[config.mk]
export PLATFORM = sky130hd
export DESIGN_NAME = pulse_tachometer_rpm_filter
export DESIGN_NICKNAME = d
export VERILOG_FILES = /design/src/rtl/core/ptrf_pkg.sv /design/src/rtl/core/ptrf_ctrl.sv /design/src/rtl/core/ptrf_dp.sv /design/src/rtl/core/pulse_tachometer_rpm_filter.sv
export SDC_FILE = /design/constraint.sdc
export NUM_CORES = 2
export LEC_CHECK = 0
export BUFFER_PORTS_ARGS = -buffer_cell sky130_fd_sc_hd__buf_2
export CAP_MARGIN = 20
export CORE_UTILIZATION = 71
export CTS_BUF_LIST = sky130_fd_sc_hd__clkbuf_2 sky130_fd_sc_hd__clkbuf_4 sky130_fd_sc_hd__clkbuf_8
export CTS_CLUSTER_DIAMETER = 30
export DETAILED_ROUTE_END_ITERATION = 8
export GPL_ROUTABILITY_DRIVEN = 1
export PLACE_DENSITY = 0.95
export SETUP_SLACK_MARGIN = 0.3
export SYNTH_ARGS = -nofsm -noshare
export SYNTH_HDL_FRONTEND = slang
export SYNTH_HIERARCHICAL = 1
export SYNTH_SLANG_ARGS = --single-unit
[constraint.sdc]
create_clock -name clk_i -period 12.8 [get_ports clk_i]
set_clock_uncertainty 0.15 [all_clocks]
set_input_delay 2.56 -clock clk_i [delete_from_list [all_inputs] [get_ports clk_i]]
set_output_delay 2.56 -clock clk_i [all_outputs]
set_load 0.02 [all_outputs]
[src/rtl/core/ptrf_pkg.sv]
// Shared types and constants of the pulse tachometer rpm filter.
`default_nettype none

package ptrf_pkg;

  // Default build parameters
  localparam int TIMESTAMP_BITS_DEF    = 32;
  localparam int RPM_FRACTION_BITS_DEF = 8;

  // Field widths
  localparam int TS_IN_W  = 32;
  localparam int PPR_W    = 8;
  localparam int ALPHA_W  = 9;
  localparam int PER_W    = 20;
  localparam int TMO_W    = 16;
  localparam int MRPM_W   = 16;
  localparam int OUT_W    = 24;
  localparam int CFG_IDX_W = 3;
  localparam int CFG_DAT_W = 20;
  localparam int DEN_W    = PER_W + PPR_W;

  // rpm = RPM_BASE * 2^frac / (period_us * ppr)
  localparam int unsigned RPM_BASE   = 60_000_000;
  localparam int          RPM_BASE_W = $clog2(RPM_BASE + 1);

  localparam logic [OUT_W-1:0]   OUT_MAX   = '1;
  localparam logic [ALPHA_W-1:0] ALPHA_ONE = 9'd256;

  // Register map
  localparam logic [CFG_IDX_W-1:0] REG_PPR     = 3'd0;
  localparam logic [CFG_IDX_W-1:0] REG_ALPHA   = 3'd1;
  localparam logic [CFG_IDX_W-1:0] REG_MIN_PER = 3'd2;
  localparam logic [CFG_IDX_W-1:0] REG_MAX_PER = 3'd3;
  localparam logic [CFG_IDX_W-1:0] REG_TIMEOUT = 3'd4;
  localparam logic [CFG_IDX_W-1:0] REG_MAX_RPM = 3'd5;

  // Register reset values
  localparam logic [PPR_W-1:0]   RST_PPR     = 8'd1;
  localparam logic [ALPHA_W-1:0] RST_ALPHA   = 9'd26;
  localparam logic [PER_W-1:0]   RST_MIN_PER = 20'd500;
  localparam logic [PER_W-1:0]   RST_MAX_PER = 20'd100000;
  localparam logic [TMO_W-1:0]   RST_TIMEOUT = 16'd1000;
  localparam logic [MRPM_W-1:0]  RST_MAX_RPM = 16'd15000;

  // Controller -> datapath
  typedef struct packed {
    logic load;        // latch the incoming word
    logic edge_upd;    // pulse edge: measure and window check
    logic poll_start;  // poll with held period: form divisor, stamp time
    logic tmo_chk;     // poll without held period: timeout check
    logic div_init;
    logic div_step;
    logic clamp;
    logic fmul_new;
    logic fmul_old;
    logic filt;
    logic out_load;
  } ptrf_cmd_t;

  // Datapath -> controller
  typedef struct packed {
    logic is_poll;
    logic pending;
    logic div_last;
  } ptrf_sts_t;

endpackage

`default_nettype wire

[src/rtl/core/ptrf_ctrl.sv]
// Sequencing state machine of the pulse tachometer rpm filter.
`default_nettype none

module ptrf_ctrl
  import ptrf_pkg::*;
(
  input  wire logic      clk_i,
  input  wire logic      rst_ni,
  input  wire logic      in_valid_i,
  input  wire logic      out_stall_i,
  input  wire ptrf_sts_t sts_i,
  output logic           in_stall_o,
  output logic           out_valid_o,
  output ptrf_cmd_t      cmd_o
);

  localparam logic [3:0] S_IDLE  = 4'd0;
  localparam logic [3:0] S_EXEC  = 4'd1;
  localparam logic [3:0] S_DIVI  = 4'd2;
  localparam logic [3:0] S_DIV   = 4'd3;
  localparam logic [3:0] S_CLAMP = 4'd4;
  localparam logic [3:0] S_FMUL1 = 4'd5;
  localparam logic [3:0] S_FMUL2 = 4'd6;
  localparam logic [3:0] S_FILT  = 4'd7;
  localparam logic [3:0] S_DONE  = 4'd8;

  logic [3:0] state_q, state_d;
  logic       oval_q, oval_d;
  logic       out_free;

  assign in_stall_o  = (state_q != S_IDLE);
  assign out_valid_o = oval_q;
  assign out_free    = !oval_q || !out_stall_i;

  always_comb begin
    state_d = state_q;
    cmd_o   = '0;
    case (state_q)
      S_IDLE: begin
        if (in_valid_i) begin
          cmd_o.load = 1'b1;
          state_d    = S_EXEC;
        end
      end
      S_EXEC: begin
        if (!sts_i.is_poll) begin
          cmd_o.edge_upd = 1'b1;
          state_d        = S_DONE;
        end else if (sts_i.pending) begin
          cmd_o.poll_start = 1'b1;
          state_d          = S_DIVI;
        end else begin
          cmd_o.tmo_chk = 1'b1;
          state_d       = S_DONE;
        end
      end
      S_DIVI: begin
        cmd_o.div_init = 1'b1;
        state_d        = S_DIV;
      end
      S_DIV: begin
        cmd_o.div_step = 1'b1;
        if (sts_i.div_last) begin
          state_d = S_CLAMP;
        end
      end
      S_CLAMP: begin
        cmd_o.clamp = 1'b1;
        state_d     = S_FMUL1;
      end
      S_FMUL1: begin
        cmd_o.fmul_new = 1'b1;
        state_d        = S_FMUL2;
      end
      S_FMUL2: begin
        cmd_o.fmul_old = 1'b1;
        state_d        = S_FILT;
      end
      S_FILT: begin
        cmd_o.filt = 1'b1;
        state_d    = S_DONE;
      end
      S_DONE: begin
        if (out_free) begin
          cmd_o.out_load = 1'b1;
          state_d        = S_IDLE;
        end
      end
      default: begin
        state_d = S_IDLE;
      end
    endcase
  end

  always_comb begin
    oval_d = oval_q;
    if (cmd_o.out_load) begin
      oval_d = 1'b1;
    end else if (oval_q && !out_stall_i) begin
      oval_d = 1'b0;
    end
  end

  always_ff @(posedge clk_i or negedge rst_ni) begin
    if (!rst_ni) begin
      state_q <= S_IDLE;
      oval_q  <= 1'b0;
    end else begin
      state_q <= state_d;
      oval_q  <= oval_d;
    end
  end

endmodule

`default_nettype wire

[src/rtl/core/ptrf_dp.sv]
// Datapath of the pulse tachometer rpm filter: registers, divider, filter.
`default_nettype none

module ptrf_dp
  import ptrf_pkg::*;
#(
  parameter int TIMESTAMP_BITS    = TIMESTAMP_BITS_DEF,
  parameter int RPM_FRACTION_BITS = RPM_FRACTION_BITS_DEF
) (
  input  wire logic                 clk_i,
  input  wire logic                 rst_ni,
  input  wire ptrf_cmd_t            cmd_i,
  output ptrf_sts_t                 sts_o,
  input  wire logic                 cfg_we_i,
  input  wire logic [CFG_IDX_W-1:0] cfg_index_i,
  input  wire logic [CFG_DAT_W-1:0] cfg_data_i,
  input  wire logic                 req_type_i,
  input  wire logic [TS_IN_W-1:0]   time_us_i,
  input  wire logic [TS_IN_W-1:0]   time_ms_i,
  output logic [OUT_W-1:0]          rpm_q8_o,
  output logic                      rpm_valid_o,
  output logic                      edge_accepted_o
);

  localparam int TW     = TIMESTAMP_BITS;
  localparam int CW     = (TW > PER_W) ? TW : PER_W;
  localparam int NUM_W  = RPM_BASE_W + RPM_FRACTION_BITS;
  localparam int CNT_W  = $clog2(NUM_W + 1);
  localparam int PROD_W = ALPHA_W + OUT_W;
  localparam logic [NUM_W-1:0] NUMER = NUM_W'(RPM_BASE) << RPM_FRACTION_BITS;

  // Configuration
  logic [PPR_W-1:0]   ppr_q;
  logic [ALPHA_W-1:0] alpha_q;
  logic [PER_W-1:0]   min_per_q, max_per_q;
  logic [TMO_W-1:0]   timeout_q;
  logic [MRPM_W-1:0]  max_rpm_q;

  // Measurement state
  logic [TW-1:0]    last_edge_q, last_acc_q;
  logic [PER_W-1:0] held_q;
  logic             pend_q, primed_q, valid_q;
  logic [OUT_W-1:0] filt_q;

  // Working registers
  logic             poll_q, acc_q;
  logic [TW-1:0]    now_us_q, now_ms_q;
  logic [DEN_W-1:0] den_q, rem_q;
  logic [NUM_W-1:0] dq_q;
  logic [CNT_W-1:0] cnt_q;
  logic [OUT_W-1:0] raw_q;
  logic [PROD_W-1:0] pnew_q, pold_q;

  // Edge window
  logic [TW-1:0] period;
  logic [CW-1:0] period_w;
  logic          in_window;

  assign period    = now_us_q - last_edge_q;
  assign period_w  = CW'(period);
  assign in_window = (period_w > CW'(min_per_q)) && (period_w < CW'(max_per_q));

  // Timeout
  logic [TW-1:0] elapsed;
  logic          timed_out;

  assign elapsed   = now_ms_q - last_acc_q;
  assign timed_out = (elapsed > TW'(timeout_q)) && valid_q;

  // Divisor
  logic [PPR_W-1:0] ppr_eff;
  logic [DEN_W-1:0] den_prod;

  assign ppr_eff  = (ppr_q == '0) ? PPR_W'(1) : ppr_q;
  assign den_prod = DEN_W'(held_q) * DEN_W'(ppr_eff);

  // Restoring divider, one quotient bit per cycle
  logic [DEN_W:0]   rem_sh, rem_sub;
  logic             q_bit;
  logic [DEN_W-1:0] rem_nxt;

  assign rem_sh  = {rem_q, dq_q[NUM_W-1]};
  assign rem_sub = rem_sh - {1'b0, den_q};
  assign q_bit   = (rem_sh >= {1'b0, den_q});
  assign rem_nxt = q_bit ? rem_sub[DEN_W-1:0] : rem_sh[DEN_W-1:0];

  // Clamp
  logic [NUM_W-1:0] lim, clamped;
  logic [OUT_W-1:0] raw_d;

  assign lim     = NUM_W'(max_rpm_q) << RPM_FRACTION_BITS;
  assign clamped = (dq_q > lim) ? lim : dq_q;
  assign raw_d   = (clamped > NUM_W'(OUT_MAX)) ? OUT_MAX : clamped[OUT_W-1:0];

  // Filter
  logic [ALPHA_W-1:0] a_eff, a_inv;
  logic [PROD_W:0]    psum;

  assign a_eff = (alpha_q > ALPHA_ONE) ? ALPHA_ONE : alpha_q;
  assign a_inv = ALPHA_ONE - a_eff;
  assign psum  = {1'b0, pnew_q} + {1'b0, pold_q};

  assign sts_o.is_poll  = poll_q;
  assign sts_o.pending  = pend_q;
  assign sts_o.div_last = (cnt_q == CNT_W'(1));

  always_ff @(posedge clk_i or negedge rst_ni) begin
    if (!rst_ni) begin
      ppr_q       <= RST_PPR;
      alpha_q     <= RST_ALPHA;
      min_per_q   <= RST_MIN_PER;
      max_per_q   <= RST_MAX_PER;
      timeout_q   <= RST_TIMEOUT;
      max_rpm_q   <= RST_MAX_RPM;
      last_edge_q <= '0;
      last_acc_q  <= '0;
      held_q      <= '0;
      pend_q      <= 1'b0;
      primed_q    <= 1'b0;
      valid_q     <= 1'b0;
      filt_q      <= '0;
    end else begin
      if (cfg_we_i) begin
        case (cfg_index_i)
          REG_PPR:     ppr_q     <= cfg_data_i[PPR_W-1:0];
          REG_ALPHA:   alpha_q   <= cfg_data_i[ALPHA_W-1:0];
          REG_MIN_PER: min_per_q <= cfg_data_i[PER_W-1:0];
          REG_MAX_PER: max_per_q <= cfg_data_i[PER_W-1:0];
          REG_TIMEOUT: timeout_q <= cfg_data_i[TMO_W-1:0];
          REG_MAX_RPM: max_rpm_q <= cfg_data_i[MRPM_W-1:0];
          default: ;
        endcase
      end
      if (cmd_i.edge_upd) begin
        last_edge_q <= now_us_q;
        if (in_window) begin
          held_q <= period_w[PER_W-1:0];
          pend_q <= 1'b1;
        end
      end
      if (cmd_i.poll_start) begin
        pend_q     <= 1'b0;
        last_acc_q <= now_ms_q;
      end
      if (cmd_i.tmo_chk && timed_out) begin
        valid_q  <= 1'b0;
        filt_q   <= '0;
        primed_q <= 1'b0;
      end
      if (cmd_i.filt) begin
        filt_q   <= primed_q ? psum[OUT_W+7:8] : raw_q;
        primed_q <= 1'b1;
        valid_q  <= 1'b1;
      end
    end
  end

  always_ff @(posedge clk_i) begin
    if (cmd_i.load) begin
      poll_q   <= req_type_i;
      now_us_q <= TW'(time_us_i);
      now_ms_q <= TW'(time_ms_i);
      acc_q    <= 1'b0;
    end
    if (cmd_i.edge_upd) begin
      acc_q <= in_window;
    end
    if (cmd_i.poll_start) begin
      den_q <= (den_prod == '0) ? DEN_W'(1) : den_prod;
    end
    if (cmd_i.div_init) begin
      rem_q <= '0;
      dq_q  <= NUMER;
      cnt_q <= CNT_W'(NUM_W);
    end
    if (cmd_i.div_step) begin
      rem_q <= rem_nxt;
      dq_q  <= {dq_q[NUM_W-2:0], q_bit};
      cnt_q <= cnt_q - CNT_W'(1);
    end
    if (cmd_i.clamp) begin
      raw_q <= raw_d;
    end
    if (cmd_i.fmul_new) begin
      pnew_q <= PROD_W'(a_eff) * PROD_W'(raw_q);
    end
    if (cmd_i.fmul_old) begin
      pold_q <= PROD_W'(a_inv) * PROD_W'(filt_q);
    end
    if (cmd_i.out_load) begin
      rpm_q8_o        <= filt_q;
      rpm_valid_o     <= valid_q;
      edge_accepted_o <= acc_q;
    end
  end

endmodule

`default_nettype wire

[src/rtl/core/pulse_tachometer_rpm_filter.sv]
// Top level of the pulse tachometer with low-pass rpm filter.
//
//  channel | direction | handshake                 | payload
//  --------+-----------+---------------------------+----------------------------------
//  in      | sink      | in_valid_i / in_stall_o   | req_type_i, time_us_i, time_ms_i
//  out     | source    | out_valid_o / out_stall_i | rpm_q8_o, rpm_valid_o, edge_accepted_o
//  cfg     | sink      | cfg_valid_i / cfg_ready_o | cfg_index_i, cfg_data_i
//
// One word in flight at a time. A pulse edge or a poll with nothing held
// passes the execute step and then the done step, which loads its result word.
// A poll with a held period runs the execute, divider init, divider, clamp,
// filter product, filter and done steps; the restoring divider retires one
// quotient bit per cycle. The input is stalled from acceptance until the
// result enters the output register; the next word can be taken in the cycle
// after. A stalled result holds the block in its last step.
// Reset (asynchronous, active low) loads the register defaults and clears
// the measurement state; config writes are always taken.
`default_nettype none

module pulse_tachometer_rpm_filter
  import ptrf_pkg::*;
#(
  parameter int TIMESTAMP_BITS    = TIMESTAMP_BITS_DEF,
  parameter int RPM_FRACTION_BITS = RPM_FRACTION_BITS_DEF
) (
  input  wire logic                 clk_i,
  input  wire logic                 rst_ni,
  // input words
  input  wire logic                 in_valid_i,
  output logic                      in_stall_o,
  input  wire logic                 req_type_i,
  input  wire logic [TS_IN_W-1:0]   time_us_i,
  input  wire logic [TS_IN_W-1:0]   time_ms_i,
  // result words
  output logic                      out_valid_o,
  input  wire logic                 out_stall_i,
  output logic [OUT_W-1:0]          rpm_q8_o,
  output logic                      rpm_valid_o,
  output logic                      edge_accepted_o,
  // register writes
  input  wire logic                 cfg_valid_i,
  output logic                      cfg_ready_o,
  input  wire logic [CFG_IDX_W-1:0] cfg_index_i,
  input  wire logic [CFG_DAT_W-1:0] cfg_data_i
);

  ptrf_cmd_t cmd;
  ptrf_sts_t sts;

  // Registers are plain flops, so a write is always accepted.
  assign cfg_ready_o = 1'b1;

  ptrf_ctrl u_ctrl (
    .clk_i       (clk_i),
    .rst_ni      (rst_ni),
    .in_valid_i  (in_valid_i),
    .out_stall_i (out_stall_i),
    .sts_i       (sts),
    .in_stall_o  (in_stall_o),
    .out_valid_o (out_valid_o),
    .cmd_o       (cmd)
  );

  ptrf_dp #(
    .TIMESTAMP_BITS    (TIMESTAMP_BITS),
    .RPM_FRACTION_BITS (RPM_FRACTION_BITS)
  ) u_dp (
    .clk_i           (clk_i),
    .rst_ni          (rst_ni),
    .cmd_i           (cmd),
    .sts_o           (sts),
    .cfg_we_i        (cfg_valid_i && cfg_ready_o),
    .cfg_index_i     (cfg_index_i),
    .cfg_data_i      (cfg_data_i),
    .req_type_i      (req_type_i),
    .time_us_i       (time_us_i),
    .time_ms_i       (time_ms_i),
    .rpm_q8_o        (rpm_q8_o),
    .rpm_valid_o     (rpm_valid_o),
    .edge_accepted_o (edge_accepted_o)
  );

endmodule

`default_nettype wire

==> summary.md <==
| Metric | Value |
|---|---|
| Via/cell ratio | 6.682 |
| Post-DP HPWL | 75.20 mm |
| Worst-case clock buffer depth | 3 |
| Num CTS Buffers | 100 |
| FMAX | 102.6 MHz |
| Leakage | 0.02277 uW |
| Final WS setup | 3.050 ns |
| Fillers | 2,964 |
| Largest net degree at the start of global routing | 80 |
| Most frequent cells in the layout | 671 x inv_1, 497 x nand2_1, 419 x fa_1 |
| RSZ-0062 raised after global routing | false |
| Post-Syn Area | 43,090 um^2 |
| Routed WL | 122.6 mm |
| Reg2reg start | u_dp/alpha_q[8] |
| CTS Root Cell | clkbuf_8 |
| CP arrival | 10.07 ns |
| Cell Count, Final, Fillers Out | 5,294 |
| Num ports | 122 |
| Worst hold path type | reg -> reg |
| Max_cap viols | 0 |
| Post-synthesis sequential area ratio | 31.17% |
| Crit-path most repeated cell | fa_1 |
| Cells after Synth | 4,339 |
| Initial core utilization | 72.46% |
| Post-synth ARST share | 42.50% |
| WS Path Type | reg -> reg |
| Yosys warnings | 6 |
| Final setup viols | 0 |
| Worst vdd ir | 249.9 uV |
| Cell variety after synth | 95 |
| Setup TNS | 0 ns |
| Syn Nets | 5,195 |
| Die width | 248.4 um |
| Crit Path Max Fanout | 34 |
| Crit. End Element | flop |
| Average size of a mapped cell | 9.931 um^2 |
| Clk pin slew, worst setup/hold paths | 0.09 ns |
| Synthesized flop and latch total | 480 |
| Synthesis-to-finish area growth | 8.397% |
| Initial antenna violation count | 8 |
| Most frequently used flop master after synthesis | edfxtp_1 |
| CP peak stage delay | 0.85 ns |
| Failing checks | design-rule violations |
| Post-cts resize count | 0 |
| Hold-fix buffers, CTS | 0 |
| Startpoint types | flop |
| Origin of the worst min-delay path | u_dp/acc_q |
| Dpl cells | 5,094 |
| Full die area | 61,680 um^2 |
| Core ar. | 59,460 um^2 |
| DP Worst Slack | 4.283 ns |
| Iter 0 DRT Violations | 5,138 |
| Max-slew headroom | 8.680% |
| Required time worst endpoint | 13.12 ns |
| Global-route usage over all layers | 41.16% |
| Commonest non-fill, non-tap cell in the layout | inv_1 |
| Die H | 248.4 um |
| GP Congestion | 0.9570 |
| Row Count | 89 |
| TritonCTS clock tree | yes |
| Start point of the critical path | u_dp/alpha_q[8] |
| Tmin final | 9.750 ns |
| Final Hold Vio Count | 0 |
| Fin nets | 5,280 |
| Power Dens Cells | 163.9 nW/um^2 |
| Drt drc | 1 |
| TritonRoute pass-1 iters | 9 |
| Clock sink count | 480 |
| Routed Antenna Nets | 0 |
| WL per Instance | 23.16 um |
| Status | finished with violations |
| Clk_lat worst skew | 0.77 ns |
| Post-synth EDFFs | 276 |
| Setup bufs post-CTS | 0 |
| Final slew viol count | 0 |
| Grt ovf | 0 |
| Share of post-route cells with drive strength above 1 | 11.73% |
| Crit path max-delay cell type | a21o_1 |
| Vias | 35,380 |
| Final period util | 76.17% |
| Htree depth | 3 |
| Overall power | 7654 uW |
| Vias in the first global route | 37,870 |
| IO Port Bufs | 120 |
| First-pass GRT wire length | 196.8 mm |
| Slew @ Worst Pin | 1.353 ns |
[sequential cells by signal (all words and copies together) (netlist names), 4 cells and up]
| name | count |
|---|---|
| u_ctrl/state_q | 4 |
| u_dp/den_q | 28 |
| u_dp/pnew_q | 32 |
| u_dp/now_ms_q | 32 |
| u_dp/timeout_q | 16 |
| u_dp/pold_q | 32 |
| u_dp/now_us_q | 32 |
| u_dp/dq_q | 34 |
| u_dp/last_acc_q | 32 |
| u_dp/held_q | 20 |
| u_dp/filt_q | 24 |
| u_dp/rem_q | 28 |
| u_dp/rpm_q8_o | 24 |
| u_dp/max_per_q | 20 |
| u_dp/alpha_q | 9 |
| u_dp/max_rpm_q | 16 |
| u_dp/cnt_q | 6 |
| u_dp/min_per_q | 20 |
| u_dp/raw_q | 24 |
| u_dp/ppr_q | 8 |
| u_dp/last_edge_q | 32 |
[layout make-up]
cell class	count	area (um^2)	share of cell area, %
clock buffer	126	1609	3.445
antenna	10	25.02	0.05357
inverter	671	2519	5.392
clock inverter	63	729.5	1.562
sequential	480	13430	28.75
tap	773	967.2	2.071
timing repair buffer	155	879.6	1.883
multi-input combinational	3016	26550	56.84
[synth_stat cells, types with 54 or more instances]
master	instances	area, um^2
a21o_1	96	720.7
a21oi_1	160	800.8
and2_1	318	1989
clkbuf_1	108	405.4
dfrtp_1	175	4379
edfxtp_1	276	8288
fa_1	419	8388
ha_1	344	4304
inv_1	671	2519
mux2_2	93	1047
nand2_1	497	1866
nor2_1	152	570.6
nor2b_1	79	494.2
o21ai_0	184	920.9
xnor2_1	113	989.7
xor2_1	54	473.0
[metrics by stage]
step | hold WS, ns | cell area (um^2) | utilization, %
floorplan | 0.2503 | 43090 | -
global placement | 0.2969 | 44330 | 74.55
detailed placement | 0.3053 | 44330 | 74.55
CTS | 0.2758 | 46670 | 78.48
global route | 0.3205 | 46690 | 78.51
finish | 0.3325 | 46710 | 78.55
[worst max-delay path, delay by kind of cell (launching register included)]
family          cells  cell delay (ns)
flops               1             0.37
simple gates        6             1.60
xor+xnor            1             0.16
compound gates     10             4.10
fa+ha+maj           5             2.21
buf+inv             4             0.84
[kinds of logic after synthesis]
| family | Yosys count | synth area share (%) |
|---|---|---|
| AND/OR/NAND/NOR | 1264 | 14.61 |
| buffers and inverters | 843 | 7.492 |
| other | 1 | 0.008703 |
| adder cells (fa/ha/maj) | 763 | 29.45 |
| multiplexers | 134 | 3.386 |
| AO/OA/AOI/OAI | 687 | 10.49 |
| flip-flops | 480 | 31.17 |
| XOR/XNOR | 167 | 3.394 |
[per-layer routing]
metal  track usage [%]  part of all wire, %  vias to the layer above
met5           0.07949                0.072                        -
met1             47.55                   33                    16610
met3             12.91                   12                     1098
met2             65.10                   46                     3213
met4             29.43                  8.6                        8
li1                  -                    -                    14450
[final timing paths]
check,slack (ns),endpoint,cells after the start
max in group asynchronous,8.56,u_dp/max_per_q[3],3
min in group asynchronous,1.64,u_dp/last_edge_q[31],1
hold reg to reg,0.33,u_dp/edge_accepted_o,0
setup reg to reg,3.05,u_dp/pold_q[28],26
setup / recovery,3.05,u_dp/pold_q[28],26
hold / removal,0.33,u_dp/edge_accepted_o,0
[power by group]
| part | internal [uW] | switching, uW |
|---|---|---|
| registers | 1910 | 128 |
| clock network | 1080 | 800 |
| logic | 1400 | 2340 |
Power figures use the tool's default switching activity.
